===== src/hdl/agas_pkg.sv =====
// Shared types and constants for the analogue gain AE stepper.
// Used by the channel interfaces and the top level; depends on nothing.
`default_nettype none

package agas_pkg;

   // Field widths fixed by the item formats
   localparam int unsigned DEFAULT_GAIN_BITS = 16;
   localparam int unsigned RESPONSE_BITS     = 2;
   localparam int unsigned SKEW_BITS         = 16;
   localparam int unsigned DECISION_BITS     = 8;
   localparam int unsigned STEP_BITS         = 4;
   localparam int unsigned CSR_INDEX_BITS    = 2;

   // Skewness thresholds for the step size
   localparam logic [SKEW_BITS-1:0] SKEW_STEP8 = 16'd1024;
   localparam logic [SKEW_BITS-1:0] SKEW_STEP4 = 16'd512;
   localparam logic [SKEW_BITS-1:0] SKEW_STEP2 = 16'd256;

   localparam logic [STEP_BITS-1:0] STEP_8 = 4'd8;
   localparam logic [STEP_BITS-1:0] STEP_4 = 4'd4;
   localparam logic [STEP_BITS-1:0] STEP_2 = 4'd2;
   localparam logic [STEP_BITS-1:0] STEP_1 = 4'd1;

   localparam logic [DECISION_BITS-1:0] DECISION_RESET = 8'd1;

   typedef enum logic [RESPONSE_BITS-1:0] {
      VERDICT_NORMAL = 2'd0,
      VERDICT_OVER   = 2'd1,
      VERDICT_HOLD   = 2'd2,
      VERDICT_UNDER  = 2'd3
   } verdict_type;

   typedef enum logic [CSR_INDEX_BITS-1:0] {
      CSR_MIN_GAIN        = 2'd0,
      CSR_MAX_GAIN        = 2'd1,
      CSR_INITIAL_GAIN    = 2'd2,
      CSR_DECISION_FRAMES = 2'd3
   } csr_index_type;

   // Step size picked from skewness magnitude
   function automatic logic [STEP_BITS-1:0] step_size(input logic [SKEW_BITS-1:0] skew);
      logic [STEP_BITS-1:0] step;
      step = STEP_1;
      if (skew > SKEW_STEP8) begin
         step = STEP_8;
      end else if (skew > SKEW_STEP4) begin
         step = STEP_4;
      end else if (skew > SKEW_STEP2) begin
         step = STEP_2;
      end
      return step;
   endfunction

endpackage

`default_nettype wire


===== src/hdl/agas_if.sv =====
// Valid/ready channel interfaces for the AE stepper: exposure verdict items
// in, gain result items out. Depends on agas_pkg.
`default_nettype none

interface agas_req_if;
   logic                                   valid;
   logic                                   ready;
   logic                                   ae_valid;
   logic [agas_pkg::RESPONSE_BITS-1:0]     ae_verdict;
   logic [agas_pkg::SKEW_BITS-1:0]         ae_skew;

   modport source (output valid, ae_valid, ae_verdict, ae_skew, input ready);
   modport sink   (input valid, ae_valid, ae_verdict, ae_skew, output ready);
endinterface

interface agas_rsp_if #(
   parameter int unsigned GAIN_BITS = agas_pkg::DEFAULT_GAIN_BITS
);
   logic                 valid;
   logic                 ready;
   logic                 gain_changed;
   logic [GAIN_BITS-1:0] sensor_gain;

   modport source (output valid, gain_changed, sensor_gain, input ready);
   modport sink   (input valid, gain_changed, sensor_gain, output ready);
endinterface

`default_nettype wire


===== src/hdl/analogue_gain_ae_stepper_unit.sv =====
// Top level of the analogue gain auto-exposure step controller.
// Depends on agas_pkg and the channel interfaces in agas_if.sv.
// Usage:
//  - req_ch carries one exposure verdict item per frame: ae_valid, ae_verdict
//    (normal / over / hold / under) and ae_skew. An item is taken at a
//    clock edge with valid and ready both high.
//  - rsp_ch returns exactly one item per request: gain_changed and the
//    sensor_gain after that frame's decision.
//  - csr_* is a plain write port: min gain, max gain, initial gain and
//    decision length at indexes 0..3. Writing the initial gain loads the
//    clamped value into the current gain. Write only while the block is idle.
//  - The verdict, the run counter and the gain state feed one short block of
//    compare/add logic that is captured in the result register, so the result
//    appears in the cycle after the item is taken. Throughput is one item per clock while the receiver takes results.
//  - When the receiver stalls, the result register holds its item; ready
//    stays high if the result is taken in the same cycle, so a new item can
//    enter while the old one leaves.
//  - reset (synchronous, active high) restores register defaults (min 0,
//    max all ones, decision length 1), gain 0, verdict normal,
//    run count 0, and empties the result register.
`default_nettype none

module analogue_gain_ae_stepper_unit #(
   parameter int unsigned GAIN_BITS = agas_pkg::DEFAULT_GAIN_BITS
) (
   input  wire logic                                    clock,
   input  wire logic                                    reset,
   agas_req_if.sink                                     req_ch,
   agas_rsp_if.source                                   rsp_ch,
   input  wire logic                                    csr_wr_en,
   input  wire logic [agas_pkg::CSR_INDEX_BITS-1:0]     csr_index,
   input  wire logic [((GAIN_BITS > agas_pkg::DECISION_BITS) ?
                       GAIN_BITS : agas_pkg::DECISION_BITS)-1:0] csr_wr_data
);

   localparam int unsigned DB = agas_pkg::DECISION_BITS;

   // configuration registers
   logic [GAIN_BITS-1:0] min_gain_ff;
   logic [GAIN_BITS-1:0] max_gain_ff;
   logic [DB-1:0]        decision_ff;

   // controller state
   logic [GAIN_BITS-1:0]  gain_ff,    gain_in;
   agas_pkg::verdict_type verdict_ff, verdict_in;
   logic [DB-1:0]         run_ff,     run_in;

   // result register
   logic                 rsp_valid_ff;
   logic                 rsp_changed_ff, rsp_changed_in;
   logic [GAIN_BITS-1:0] rsp_gain_ff;

   logic                  accept;
   agas_pkg::verdict_type verdict;
   logic [GAIN_BITS-1:0]  eff_max;
   logic [GAIN_BITS-1:0]  wr_gain;
   logic [GAIN_BITS-1:0]  wr_clamped;
   logic [DB-1:0]         need;
   logic [DB-1:0]         run_next;
   logic [GAIN_BITS-1:0]  step;
   logic [GAIN_BITS-1:0]  room;

   assign req_ch.ready = !rsp_valid_ff || rsp_ch.ready;
   assign accept       = req_ch.valid && req_ch.ready;
   assign verdict      = agas_pkg::verdict_type'(req_ch.ae_verdict);

   assign eff_max    = (max_gain_ff > min_gain_ff) ? max_gain_ff : min_gain_ff;
   assign wr_gain    = csr_wr_data[GAIN_BITS-1:0];
   assign wr_clamped = (wr_gain < min_gain_ff) ? min_gain_ff :
                       (wr_gain > eff_max)     ? eff_max     : wr_gain;
   assign need       = (decision_ff == '0) ? {{(DB-1){1'b0}}, 1'b1} : decision_ff;
   assign step       = GAIN_BITS'(agas_pkg::step_size(req_ch.ae_skew));

   // per-frame decision
   always_comb begin
      gain_in    = gain_ff;
      verdict_in = verdict_ff;
      run_in     = run_ff;
      run_next   = run_ff;
      room       = '0;
      if (req_ch.ae_valid) begin
         if (verdict != verdict_ff) begin
            verdict_in = verdict;
            run_next   = {{(DB-1){1'b0}}, 1'b1};
         end else if (run_ff != '1) begin
            run_next = run_ff + 1'b1;
         end
         run_in = run_next;
         case (verdict)
            agas_pkg::VERDICT_UNDER: begin
               if (run_next >= need) begin
                  run_in = '0;
                  if (gain_ff < eff_max) begin
                     room    = eff_max - gain_ff;
                     gain_in = gain_ff + ((step < room) ? step : room);
                  end
               end
            end
            agas_pkg::VERDICT_OVER: begin
               if (run_next >= need) begin
                  run_in = '0;
                  if (gain_ff > min_gain_ff) begin
                     room    = gain_ff - min_gain_ff;
                     gain_in = gain_ff - ((step < room) ? step : room);
                  end
               end
            end
            default: begin
               // normal or hold: run is broken
               run_in = '0;
            end
         endcase
      end
      rsp_changed_in = (gain_in != gain_ff);
   end

   // configuration registers; the initial gain only loads the gain state
   always_ff @(posedge clock) begin
      if (reset) begin
         min_gain_ff     <= '0;
         max_gain_ff     <= '1;
         decision_ff     <= agas_pkg::DECISION_RESET;
      end else if (csr_wr_en) begin
         unique case (agas_pkg::csr_index_type'(csr_index))
            agas_pkg::CSR_MIN_GAIN:        min_gain_ff     <= wr_gain;
            agas_pkg::CSR_MAX_GAIN:        max_gain_ff     <= wr_gain;
            agas_pkg::CSR_INITIAL_GAIN:    ;
            agas_pkg::CSR_DECISION_FRAMES: decision_ff     <= csr_wr_data[DB-1:0];
            default:                       ;
         endcase
      end
   end

   // controller state; an initial gain write reloads the gain
   always_ff @(posedge clock) begin
      if (reset) begin
         gain_ff    <= '0;
         verdict_ff <= agas_pkg::VERDICT_NORMAL;
         run_ff     <= '0;
      end else if (csr_wr_en &&
                   agas_pkg::csr_index_type'(csr_index) == agas_pkg::CSR_INITIAL_GAIN) begin
         gain_ff <= wr_clamped;
      end else if (accept) begin
         gain_ff    <= gain_in;
         verdict_ff <= verdict_in;
         run_ff     <= run_in;
      end
   end

   // result register
   always_ff @(posedge clock) begin
      if (reset) begin
         rsp_valid_ff <= 1'b0;
      end else if (accept) begin
         rsp_valid_ff <= 1'b1;
      end else if (rsp_ch.ready) begin
         rsp_valid_ff <= 1'b0;
      end
   end

   always_ff @(posedge clock) begin
      if (accept) begin
         rsp_changed_ff <= rsp_changed_in;
         rsp_gain_ff    <= gain_in;
      end
   end

   assign rsp_ch.valid        = rsp_valid_ff;
   assign rsp_ch.gain_changed = rsp_changed_ff;
   assign rsp_ch.sensor_gain  = rsp_gain_ff;

   // checks
   a_reset_empty: assert property (@(posedge clock) reset |=> !rsp_valid_ff)
      else $error("result register not empty after reset");

   a_accept_result: assert property (@(posedge clock) disable iff (reset)
      accept |=> rsp_valid_ff)
      else $error("accepted item left no result");

   a_invalid_no_change: assert property (@(posedge clock) disable iff (reset)
      (accept && !req_ch.ae_valid) |=> !rsp_changed_ff)
      else $error("invalid frame changed the gain");

   a_neutral_clears_run: assert property (@(posedge clock) disable iff (reset)
      (accept && req_ch.ae_valid && !csr_wr_en &&
       (verdict == agas_pkg::VERDICT_NORMAL || verdict == agas_pkg::VERDICT_HOLD))
      |=> (run_ff == '0) && !rsp_changed_ff)
      else $error("normal or hold verdict did not clear the run");

   a_initial_bounds: assert property (@(posedge clock) disable iff (reset)
      (csr_wr_en && !accept &&
       agas_pkg::csr_index_type'(csr_index) == agas_pkg::CSR_INITIAL_GAIN)
      |=> (gain_ff >= min_gain_ff) && (gain_ff <= eff_max))
      else $error("initial gain load outside limits");

endmodule

`default_nettype wire

===== src/flat_wrapper.sv =====
// flat-port wrapper written by rule: the top's interface ports become plain ports
module analogue_gain_ae_stepper_unit_flat 
#(
   parameter int unsigned GAIN_BITS = agas_pkg::DEFAULT_GAIN_BITS
)
  (clock, reset, csr_wr_en, csr_index, csr_wr_data, req_ch_valid, req_ch_ae_valid, req_ch_ae_verdict, req_ch_ae_skew, req_ch_ready, rsp_ch_valid, rsp_ch_gain_changed, rsp_ch_sensor_gain, rsp_ch_ready);
  agas_req_if req_ch_i ();
  agas_rsp_if #(.GAIN_BITS(GAIN_BITS)) rsp_ch_i ();
  input  wire logic clock;
  input  wire logic reset;
  input  wire logic csr_wr_en;
  input  wire logic [agas_pkg::CSR_INDEX_BITS-1:0] csr_index;
  input  wire logic [((GAIN_BITS > agas_pkg::DECISION_BITS) ?
                       GAIN_BITS : agas_pkg::DECISION_BITS)-1:0] csr_wr_data;
  input wire logic [$bits(req_ch_i.valid)-1:0] req_ch_valid;
  input wire logic [$bits(req_ch_i.ae_valid)-1:0] req_ch_ae_valid;
  input wire logic [$bits(req_ch_i.ae_verdict)-1:0] req_ch_ae_verdict;
  input wire logic [$bits(req_ch_i.ae_skew)-1:0] req_ch_ae_skew;
  output wire logic [$bits(req_ch_i.ready)-1:0] req_ch_ready;
  output wire logic [$bits(rsp_ch_i.valid)-1:0] rsp_ch_valid;
  output wire logic [$bits(rsp_ch_i.gain_changed)-1:0] rsp_ch_gain_changed;
  output wire logic [$bits(rsp_ch_i.sensor_gain)-1:0] rsp_ch_sensor_gain;
  input wire logic [$bits(rsp_ch_i.ready)-1:0] rsp_ch_ready;
  assign req_ch_i.valid = req_ch_valid;
  assign req_ch_i.ae_valid = req_ch_ae_valid;
  assign req_ch_i.ae_verdict = req_ch_ae_verdict;
  assign req_ch_i.ae_skew = req_ch_ae_skew;
  assign req_ch_ready = req_ch_i.ready;
  assign rsp_ch_valid = rsp_ch_i.valid;
  assign rsp_ch_gain_changed = rsp_ch_i.gain_changed;
  assign rsp_ch_sensor_gain = rsp_ch_i.sensor_gain;
  assign rsp_ch_i.ready = rsp_ch_ready;
  analogue_gain_ae_stepper_unit #(.GAIN_BITS(GAIN_BITS)) u_core (.clock(clock), .reset(reset), .req_ch(req_ch_i), .rsp_ch(rsp_ch_i), .csr_wr_en(csr_wr_en), .csr_index(csr_index), .csr_wr_data(csr_wr_data));
endmodule

===== config.mk =====
export PLATFORM = sky130hd
export DESIGN_NAME = analogue_gain_ae_stepper_unit_flat
export DESIGN_NICKNAME = d
export VERILOG_FILES = /design/src/hdl/agas_pkg.sv /design/src/hdl/agas_if.sv /design/src/hdl/analogue_gain_ae_stepper_unit.sv /design/src/flat_wrapper.sv
export SDC_FILE = /design/constraint.sdc
export NUM_CORES = 1
export LEC_CHECK = 0
export ABC_AREA = 1
export ABC_CLOCK_PERIOD_IN_PS = 9400
export BUFFER_PORTS_ARGS = -buffer_cell sky130_fd_sc_hd__buf_2
export CAP_MARGIN = 10
export CORE_UTILIZATION = 35
export CTS_CLUSTER_DIAMETER = 40
export DETAILED_ROUTE_END_ITERATION = 7
export GPL_ROUTABILITY_DRIVEN = 0
export SYNTH_ARGS = -nofsm -noshare
export SYNTH_HDL_FRONTEND = slang
export SYNTH_SLANG_ARGS = --single-unit

===== constraint.sdc =====
create_clock -name clock -period 9.4 [get_ports clock]
set_input_delay 1.88 -clock clock [delete_from_list [all_inputs] [get_ports clock]]
set_output_delay 1.88 -clock clock [all_outputs]
set_load 0.01 [all_outputs]

**Word-level counts from Yosys, hierarchy flattened**

Index checks and enable logic that the tools add are counted.

- Register bits: 84
- Latch bits: 0
- Bits in writable memories: 0
- Bits in read-only memories: 0
- Input bits: 42
- Word-level logic and storage cells: 72
- Memories: 0

- Add/subtract/negate cells: 5
- $mul: 0
- Divide/modulo/power cells: 0
- Magnitude comparators: 11
- Equal/unequal tests: 8
- Shift operators: 0
- Multiplexer cells: 24
- Bitwise gates (word level): 1
- Reduce and logical (&&, ||, !) cells: 14

Operator list:

| kind | count |
|---|---|
| $mux W16 | 12 |
| $gt A16 B16 Y1 | 3 |
| $mux W8 | 6 |
| $sub A16 B16 Y16 | 3 |
| $lt A16 B16 Y1 | 2 |
| $lt A4 B16 Y1 | 2 |
| $pmux W16 S2 | 1 |
| $add A16 B16 Y16 | 1 |
| $gt A16 B10 Y1 const B | 1 |
| $gt A16 B11 Y1 const B | 1 |
| $gt A16 B9 Y1 const B | 1 |
| $ne A16 B16 Y1 | 1 |
| $add A8 B1 Y8 const B | 1 |
| $ge A8 B8 Y1 | 1 |
| $logic_not A8 Y1 | 1 |
| $mux W4 | 2 |
| $ne A8 B8 Y1 const B | 1 |
| $eq A2 B2 Y1 const B | 3 |
| $reduce_and A2 Y1 | 3 |
| $eq A2 B1 Y1 const B | 2 |
| $reduce_and A4 Y1 | 1 |
| $reduce_bool A2 Y1 | 2 |
| $reduce_and A3 Y1 | 1 |
| $logic_and A1 B1 Y1 | 2 |
| 8 further kinds | 9 |

**Logic depth before layout (Yosys ltp)**

Gate-level depths: netlist of run 1.

- Depth in word-level cells: 13
- Mapped depth: 51
- Depth with buffers taken out: 50

**Worst setup path after synthesis of run 1**

No wires, ideal clock.

- Path kind: register to register
- Start point: register u_core.min_gain_ff[1]
- End point: register u_core.rsp_changed_ff (netlist: u_core.rsp_ch.gain_changed), data pin
- Setup time: 0.260 ns
- Arrival: 5.489 ns
- Data required time: 9.140 ns
- Path slack: 3.651 ns
- Cell stages (with the launch flop): 50
- Buffers on the path: 2
- Period minus slack after synthesis: 5.749 ns
- Cells stage by stage: dfxtp_1 -> inv_1 -> ha_1 -> inv_1 -> o21bai_1 -> a21boi_0 -> o21bai_1 -> nand3_1 -> o2111ai_1 -> nand2_1 -> buf_2 -> buf_2 -> o21ai_0 -> inv_1 -> ha_1 -> nand2_1 -> nor2_1 -> nand2_1 -> [... 14 more ...] -> nand3_1 -> nand2_1 -> nand2_1 -> o211ai_1 -> nand2_1 -> nand2_1 -> nand2_1 -> nand2_1 -> nand2_1 -> nand3_1 -> nand2_1 -> nand2_1 -> o21ai_1 -> nand2_1 -> nand2_1 -> nand2_1 -> nor2_1 -> nand3_1

- Word-level cells in the longest chain between the ends: 11
- Elaborated cells between the ends (all ways): 19

RTL lines:

| item | RTL line | RTL |
|---|---|---|
| start: declaration | analogue_gain_ae_stepper_unit.sv:39 | `logic [GAIN_BITS-1:0] min_gain_ff;` |
| start signal: assignment | analogue_gain_ae_stepper_unit.sv:125 | `agas_pkg::CSR_MIN_GAIN: min_gain_ff <= wr_gain;` |
| $gt A16 B16 Y1 | analogue_gain_ae_stepper_unit.sv:67 | `assign eff_max = (max_gain_ff > min_gain_ff) ? max_gain_ff : min_gain_ff;` |
| $mux W16 | analogue_gain_ae_stepper_unit.sv:67 |  |
| $sub A16 B16 Y16 | analogue_gain_ae_stepper_unit.sv:94 | `room = eff_max - gain_ff;` |
| $lt A4 B16 Y1 | analogue_gain_ae_stepper_unit.sv:95 | `gain_in = gain_ff + ((step < room) ? step : room);` |
| $mux W16 | analogue_gain_ae_stepper_unit.sv:95 |  |
| $add A16 B16 Y16 | analogue_gain_ae_stepper_unit.sv:95 |  |
| $mux W16 | analogue_gain_ae_stepper_unit.sv:93 | `if (gain_ff < eff_max) begin` |
| $mux W16 | analogue_gain_ae_stepper_unit.sv:91 | `if (run_next >= need) begin` |
| $pmux W16 S2 (*) | analogue_gain_ae_stepper_unit.sv:89 | `case (verdict)` |
| $mux W16 (*) | analogue_gain_ae_stepper_unit.sv:81 | `if (req_ch.ae_valid) begin` |
| named net u_core.gain_in[10] | analogue_gain_ae_stepper_unit.sv:44 | `logic [GAIN_BITS-1:0] gain_ff, gain_in;` |
| $ne A16 B16 Y1 (*) | analogue_gain_ae_stepper_unit.sv:114 | `rsp_changed_in = (gain_in != gain_ff);` |
| named net u_core.rsp_changed_in | analogue_gain_ae_stepper_unit.sv:50 | `logic rsp_changed_ff, rsp_changed_in;` |
| end signal: assignment | analogue_gain_ae_stepper_unit.sv:163 | `rsp_changed_ff <= rsp_changed_in;` |
| end: declaration | analogue_gain_ae_stepper_unit.sv:50 |  |

The timed path passes the listed nets; every way through them passes the cells marked *.
A chain may end at the register's enable or synchronous reset.

**Final worst setup path of run 1**

- Start point: register u_core.min_gain_ff[3]
- End point: register u_core.rsp_changed_ff (netlist: u_core.rsp_ch.gain_changed), data pin

Same word-level chain as after synthesis.

==> flow_metrics.tcl, run 1 <==
set metrics [dict create \
    clkPwrFrac 0.220 \
    critPathMaxStageDelay_ns 0.87 \
    synth_most_common_cell "nand2_1" \
    reg2reg_depth 47 \
    hp-class "reg2reg" \
    crit_required_ns 9.50 \
    ys_top_cells_by_area "nand2_1 18%, ha_1 16%, dfxtp_1 13%" \
    yosysTopAreaCell "nand2_1" \
    maxSlewHeadroom 0.261 \
    syn_area_sq_um 10100 \
    wl_met2_mm 14.6 \
    status "completed" \
    setup_viol 0 \
    leakage_uw 0.00581 \
    highest_layer "met4" \
    synth_common_cells "486 x nand2_1, 231 x inv_1, 160 x nand3_1, 125 x ha_1, 123 x a21oi_1" \
    wl_mm 33.2 \
    syn_inst 1642 \
    drc 0 \
    p_int_uw 855 \
    wire_per_inst_um 15.9 \
    cp_common_cell "nand2_1" \
    area_growth_pct 10.0 \
    h-tree-depth 3 \
    wl_met3_mm 2.26 \
    crit_slowest_cell "nand2_1" \
    seqPwrFrac 0.263 \
    criticalPathCategory "reg2reg" \
    synth_warnings 0 \
    yosysUniqueCellTypes 50 \
    regArea_sq_um 1850 \
    rsz0062_at_grt "no" \
    cp_num_buf_inv 2 \
    drive_gt1_frac 0.0749 \
    coreArea_sq_um 28000 \
    crit_fanout 39 \
    dp_cells 2071 \
    syn_avg_cell_area_sq_um 6.13 \
    ys.flop_type "dfxtp_1" \
    end_kind "flop" \
    ys_ff_latch 84 \
    async_flop_share 0 \
    io_pins 61 \
    final_cells 2087 \
    track_usage 0.231 \
    synth_top_area_frac 0.181 \
    place_area_sq_um 10800 \
    clock_skew_ns 0.00828 \
    rrSetupSlack_ns 2.09 \
    power.density_nw_per_um2 146 \
    cts_hold_buffers 0 \
    slew_violations 0 \
    floorplan.initialDensity 0.360 \
    path_depth 47 \
    clock_path_buffers 2 \
    vias 11000 \
    clk_latency_ns 0.36 \
    synth-seq-area-share 0.184 \
    cts_sinks 84 \
    fin_area_sq_um 11100 \
    cts.reportedPaths.clkPinSlew_ns 0.07 \
    drt_iter0_drc 897 \
    met1_length_mm 15.4 \
    cts-root-buf "clkbuf_16" \
    ctsResizeCount 0 \
    grt_max_degree 48 \
    antenna_found_initial 0 \
    path_delay_family "simple AND/OR/NAND/NOR gates" \
    numCtsBuffers 9 \
    antenna_left 0 \
    tightestPinTransition_ns 1.11 \
    grt_overflow 0 \
    die-width_um 172 \
    grt_pass1_wl_mm 52.7 \
    combPwrFrac 0.517 \
    die_h_um 172 \
    ir_worst_vdd_mv 0.100 \
    worstPathArrival_ns 7.41 \
    min_period_over_period 0.777 \
    start_kind "flop" \
    sw_frac_of_total 0.472 \
    hold_viol 0 \
    max_cap_viol_count 0 \
    fillCellCount 3053 \
    dp_hpwl_mm 26.8 \
    fmax_ghz 0.137 \
    antenna_cells 0 \
    finish.utilization 0.396 \
    post_cts_buffers 0 \
    multi_input_area_sq_um 7240 \
    viasPerCell 5.27 \
    synth_edf_count 17 \
    min_period_ns 7.31 \
    cts_tree "built" \
    layout.nets 1875 \
    dr.pass1.iters 7 \
    tns_ns 0 \
    port_buffers 60 \
    whs_path_depth 2 \
    num_rows 61 \
    dieArea_sq_um 29500 \
    grt_pass1_vias 9950 \
    p_sw_uw 765 \
]
## worst paths after layout
kind,startpoint,to
max,u_core.min_gain_ff[3]$_SDFFE_PP0P_,u_core.rsp_ch.gain_changed$_DFFE_PP_
min,u_core.run_ff[6]$_SDFFE_PP0P_,u_core.run_ff[6]$_SDFFE_PP0P_
max reg2reg,u_core.min_gain_ff[3]$_SDFFE_PP0P_,u_core.rsp_ch.gain_changed$_DFFE_PP_
min reg2reg,u_core.run_ff[6]$_SDFFE_PP0P_,u_core.run_ff[6]$_SDFFE_PP0P_
## final cells by class
cell class | count | share of cell area
Inverter | 238 | 0.0808
Clock inverter | 6 | 0.00429
Multi-Input combinational cell | 1305 | 0.653
Sequential cell | 84 | 0.167
Tap cell | 378 | 0.0427
Timing Repair Buffer | 66 | 0.0312
Clock buffer | 10 | 0.0207
## flip-flops by register name (all words and copies together) (netlist names)
register / flops
u_core.max_gain_ff: 16
u_core.rsp_ch.sensor_gain: 16
u_core.rsp_ch.gain_changed: 1
u_core.run_ff: 8
u_core.gain_ff: 16
u_core.verdict_ff: 2
u_core.min_gain_ff: 16
u_core.rsp_ch.valid: 1
u_core.decision_ff: 8
## per-layer routing
layer / global-route usage / up-vias
met5: 0 / -
met4: 0.0722 / 0
met3: 0.0253 / 54
met2: 0.373 / 406
met1: 0.319 / 4975
li1: - / 5558
## cells in the final DEF, fill, tap and decap left out, drive strengths merged
cell	count
nand2	505
inv	239
nand3	165
ha	125
a21oi	125
o21ai	110
nor2	99
dfxtp	67
buf	66
nand4	36
conb	22
o211ai	21
edfxtp	17
xnor2	16
xor2	13
nor3	13
clkbuf	10
o21bai	8
nand3b	7
nor4	6
o21a	5
a22oi	5
a21o	4
fa	4
a211oi	3
clkinv	3
or2	2
a31oi	2
nor3b	2
a21boi	2
clkinvlp	2
a41o	1
and3	1
a221oi	1
o2111ai	1
o31ai	1
## metrics by stage
step           hold slack [ns]  total power [uW]  setup WS, ns
6_report                 0.466              1620          2.09
5_1_grt                  0.508              1750          1.23
4_1_cts                  0.471              1610          2.18
3_5_place_dp             0.460              1250          2.19
3_3_place_gp             0.454              1250          2.28
2_1_floorplan            0.445              1040          3.65
## power by group through the flow
stage	clock, uW	sequential, uW	combinational [uW]
finish	356	426	837
global route	374	429	946
CTS	361	426	823
detailed placement	0	434	818
global placement	0	434	812
floorplan	0	426	616
## cell families after synthesis
family	count (synthesis)	share of synthesized area
adders and majority gates	129	0.163
DFF	84	0.184
AOI/OAI and AO/OA	289	0.161
xor gates and xnor gates	29	0.0252
and+or+nand+nor	836	0.361
other	2	0.000746
buffers and inverters	273	0.106
## worst min-delay path, delay by kind of cell (launching register included)
kind	cells	cell delay [ns]
compound gates	1	0.05
flops	1	0.31
simple gates	1	0.06
(Power assumes the default switching activity.)
==> inputs of run 2 (changes only) <==
ABC_CLOCK_PERIOD_IN_PS = 6100   (was 9400)
clock period = 6.1 ns   (was 9.4 ns; I/O delays follow)
==> flow_metrics.tcl, run 2 (synthesis gave the netlist of run 1 again) <==
set metrics [dict create \
    clk_latency_ns 0.37 \
    layout_common_cells "447 x nand2_1, 215 x inv_1, 141 x nand3_1, 116 x buf_4, 113 x a21oi_1" \
    clock_skew_ns 0.0167 \
    antenna_found_initial 0 \
    clock_path_buffers 2 \
    hold_slack_ns 0.480 \
    rr_endpoint "u_core.rsp_ch.gain_changed$_DFFE_PP_" \
    status "completed" \
    wl_mm 34.9 \
    slew_violations 0 \
    cts-root-buf "clkbuf_16" \
    antenna_left 0 \
    layout_commonest_cell "nand2_1" \
    maxSlewHeadroom 0.326 \
    dieArea_sq_um 29500 \
    grt_overflow 0 \
    wire_per_inst_um 15.8 \
    final_cells 2205 \
    r2r-start "u_core.min_gain_ff[1]$_SDFFE_PP0P_" \
    min_period_ns 5.91 \
    coreArea_sq_um 28000 \
    cts_sinks 84 \
    die-width_um 172 \
    leakage_uw 0.00650 \
    min_period_over_period 0.970 \
    dp_hpwl_mm 27.4 \
    criticalPathCategory "reg2reg" \
    grt_max_degree 32 \
    drt_iter0_drc 783 \
    worstPathArrival_ns 6.04 \
    path_depth 45 \
    dp_cells 2163 \
    tightestPinTransition_ns 1.01 \
    end_kind "flop" \
    io_pins 61 \
    dpl_worst_slack_ns -0.176 \
    grt_pass1_vias 10600 \
    floorplan.initialDensity 0.360 \
    critPathLaunch "u_core.min_gain_ff[1]$_SDFFE_PP0P_" \
    cts_hold_buffers 0 \
    reg2reg_depth 45 \
    path_delay_family "simple AND/OR/NAND/NOR gates" \
    vias 11500 \
    hold_viol 0 \
    worst_slack_ns 0.185 \
    cts.reportedPaths.clkPinSlew_ns 0.08 \
    rsz0062_at_grt "yes" \
    area_growth_pct 26.7 \
    critPathMaxStageDelay_ns 0.38 \
    num_rows 61 \
    cp_common_cell "nand2_1" \
    fin_area_sq_um 12800 \
    fmax_ghz 0.169 \
    place_area_sq_um 11500 \
    power.density_nw_per_um2 221 \
    drc 0 \
    start_kind "flop" \
    cts_tree "built" \
    port_buffers 60 \
    setup_viol 0 \
    antenna_cells 0 \
    rrSetupSlack_ns 0.19 \
    crit_fanout 7 \
    crit_required_ns 6.22 \
    drive_gt1_frac 0.207 \
    crit_slowest_cell "fa_2" \
    max_cap_viol_count 0 \
    grt_pass1_wl_mm 53.8 \
    cp_num_buf_inv 7 \
    ir_worst_vdd_mv 0.128 \
    dr.pass1.iters 5 \
    crit_path_end "u_core.rsp_ch.gain_changed$_DFFE_PP_" \
    h-tree-depth 3 \
    viasPerCell 5.20 \
    track_usage 0.235 \
    layout.nets 1993 \
    hp-class "reg2reg" \
    die_h_um 172 \
    numCtsBuffers 9 \
]
[run 2: cell count changes in the layout (fill, tap and decap cells not counted), sizes merged]
| cell | delta |
|---|---|
| buf | +116 |
| clkbuf | +2 |
| clkinv | -1 |
| clkinvlp | +2 |
| inv | -1 |
[run 2: layer usage]
metal  up-vias  routed length [um]  track usage
met5         -                   0            0
met4         0                1100       0.0916
met3        59                2380       0.0387
met2       375               15800        0.386
met1      5260               15600        0.306
li1       5783                   -            -
[run 2: worst reg2reg max path, delay by kind of cell, from the launching register on]
family | cells | cell delay (ns)
AND/OR/NAND/NOR | 25 | 2.37
buffers and inverters | 7 | 0.64
AO/OA/AOI/OAI | 8 | 1.09
adder cells (fa/ha/maj) | 4 | 1.13
XOR/XNOR | 1 | 0.12
flip-flops | 1 | 0.33
[run 2: how the worst min path moves through the flow]
stage	cells past startpoint	slack, ns	end	start
floorplan	2	0.45	u_core.run_ff[6]$_SDFFE_PP0P_	u_core.run_ff[6]$_SDFFE_PP0P_
global placement	2	0.45	u_core.run_ff[6]$_SDFFE_PP0P_	u_core.run_ff[6]$_SDFFE_PP0P_
detailed placement	2	0.47	u_core.verdict_ff[0]$_SDFFE_PP0P_	u_core.verdict_ff[0]$_SDFFE_PP0P_
CTS	2	0.48	u_core.run_ff[6]$_SDFFE_PP0P_	u_core.run_ff[6]$_SDFFE_PP0P_
global route	2	0.50	u_core.decision_ff[2]$_SDFFE_PP0P_	u_core.decision_ff[2]$_SDFFE_PP0P_
finish	2	0.48	u_core.run_ff[6]$_SDFFE_PP0P_	u_core.run_ff[6]$_SDFFE_PP0P_
[run 2: layout make-up]
type | count | area (sq um)
inverter | 238 | 896
fill | 2902 | 15300
sequential | 84 | 1850
multi-input combinational | 1305 | 7940
clock inverter | 6 | 47.5
timing repair buffer | 184 | 1320
clock buffer | 10 | 229
tap | 378 | 473
[run 2: report_power, final]
part	internal [uW]	switching (uW)
clock	279	264
sequential	612	39.2
combinational	631	993
total	1520	1300
[run 2: what timing repair did]
item                       in CTS  in global routing
setup endpoints to repair      13                 29
cloned                          1                  2
resized for setup              27                161
pin swaps                       4                 73
hold endpoints to repair        0                  0
setup buffers                   2                 22
[run 2: per-stage QoR]
stage	total power, uW	utilization	setup TNS [ns]
2_1_floorplan	1600	-	0
3_3_place_gp	2030	0.411	-0.0131
3_5_place_dp	2040	0.411	-0.322
4_1_cts	2620	0.425	0
5_1_grt	3020	0.455	-1.83
6_report	2820	0.455	0
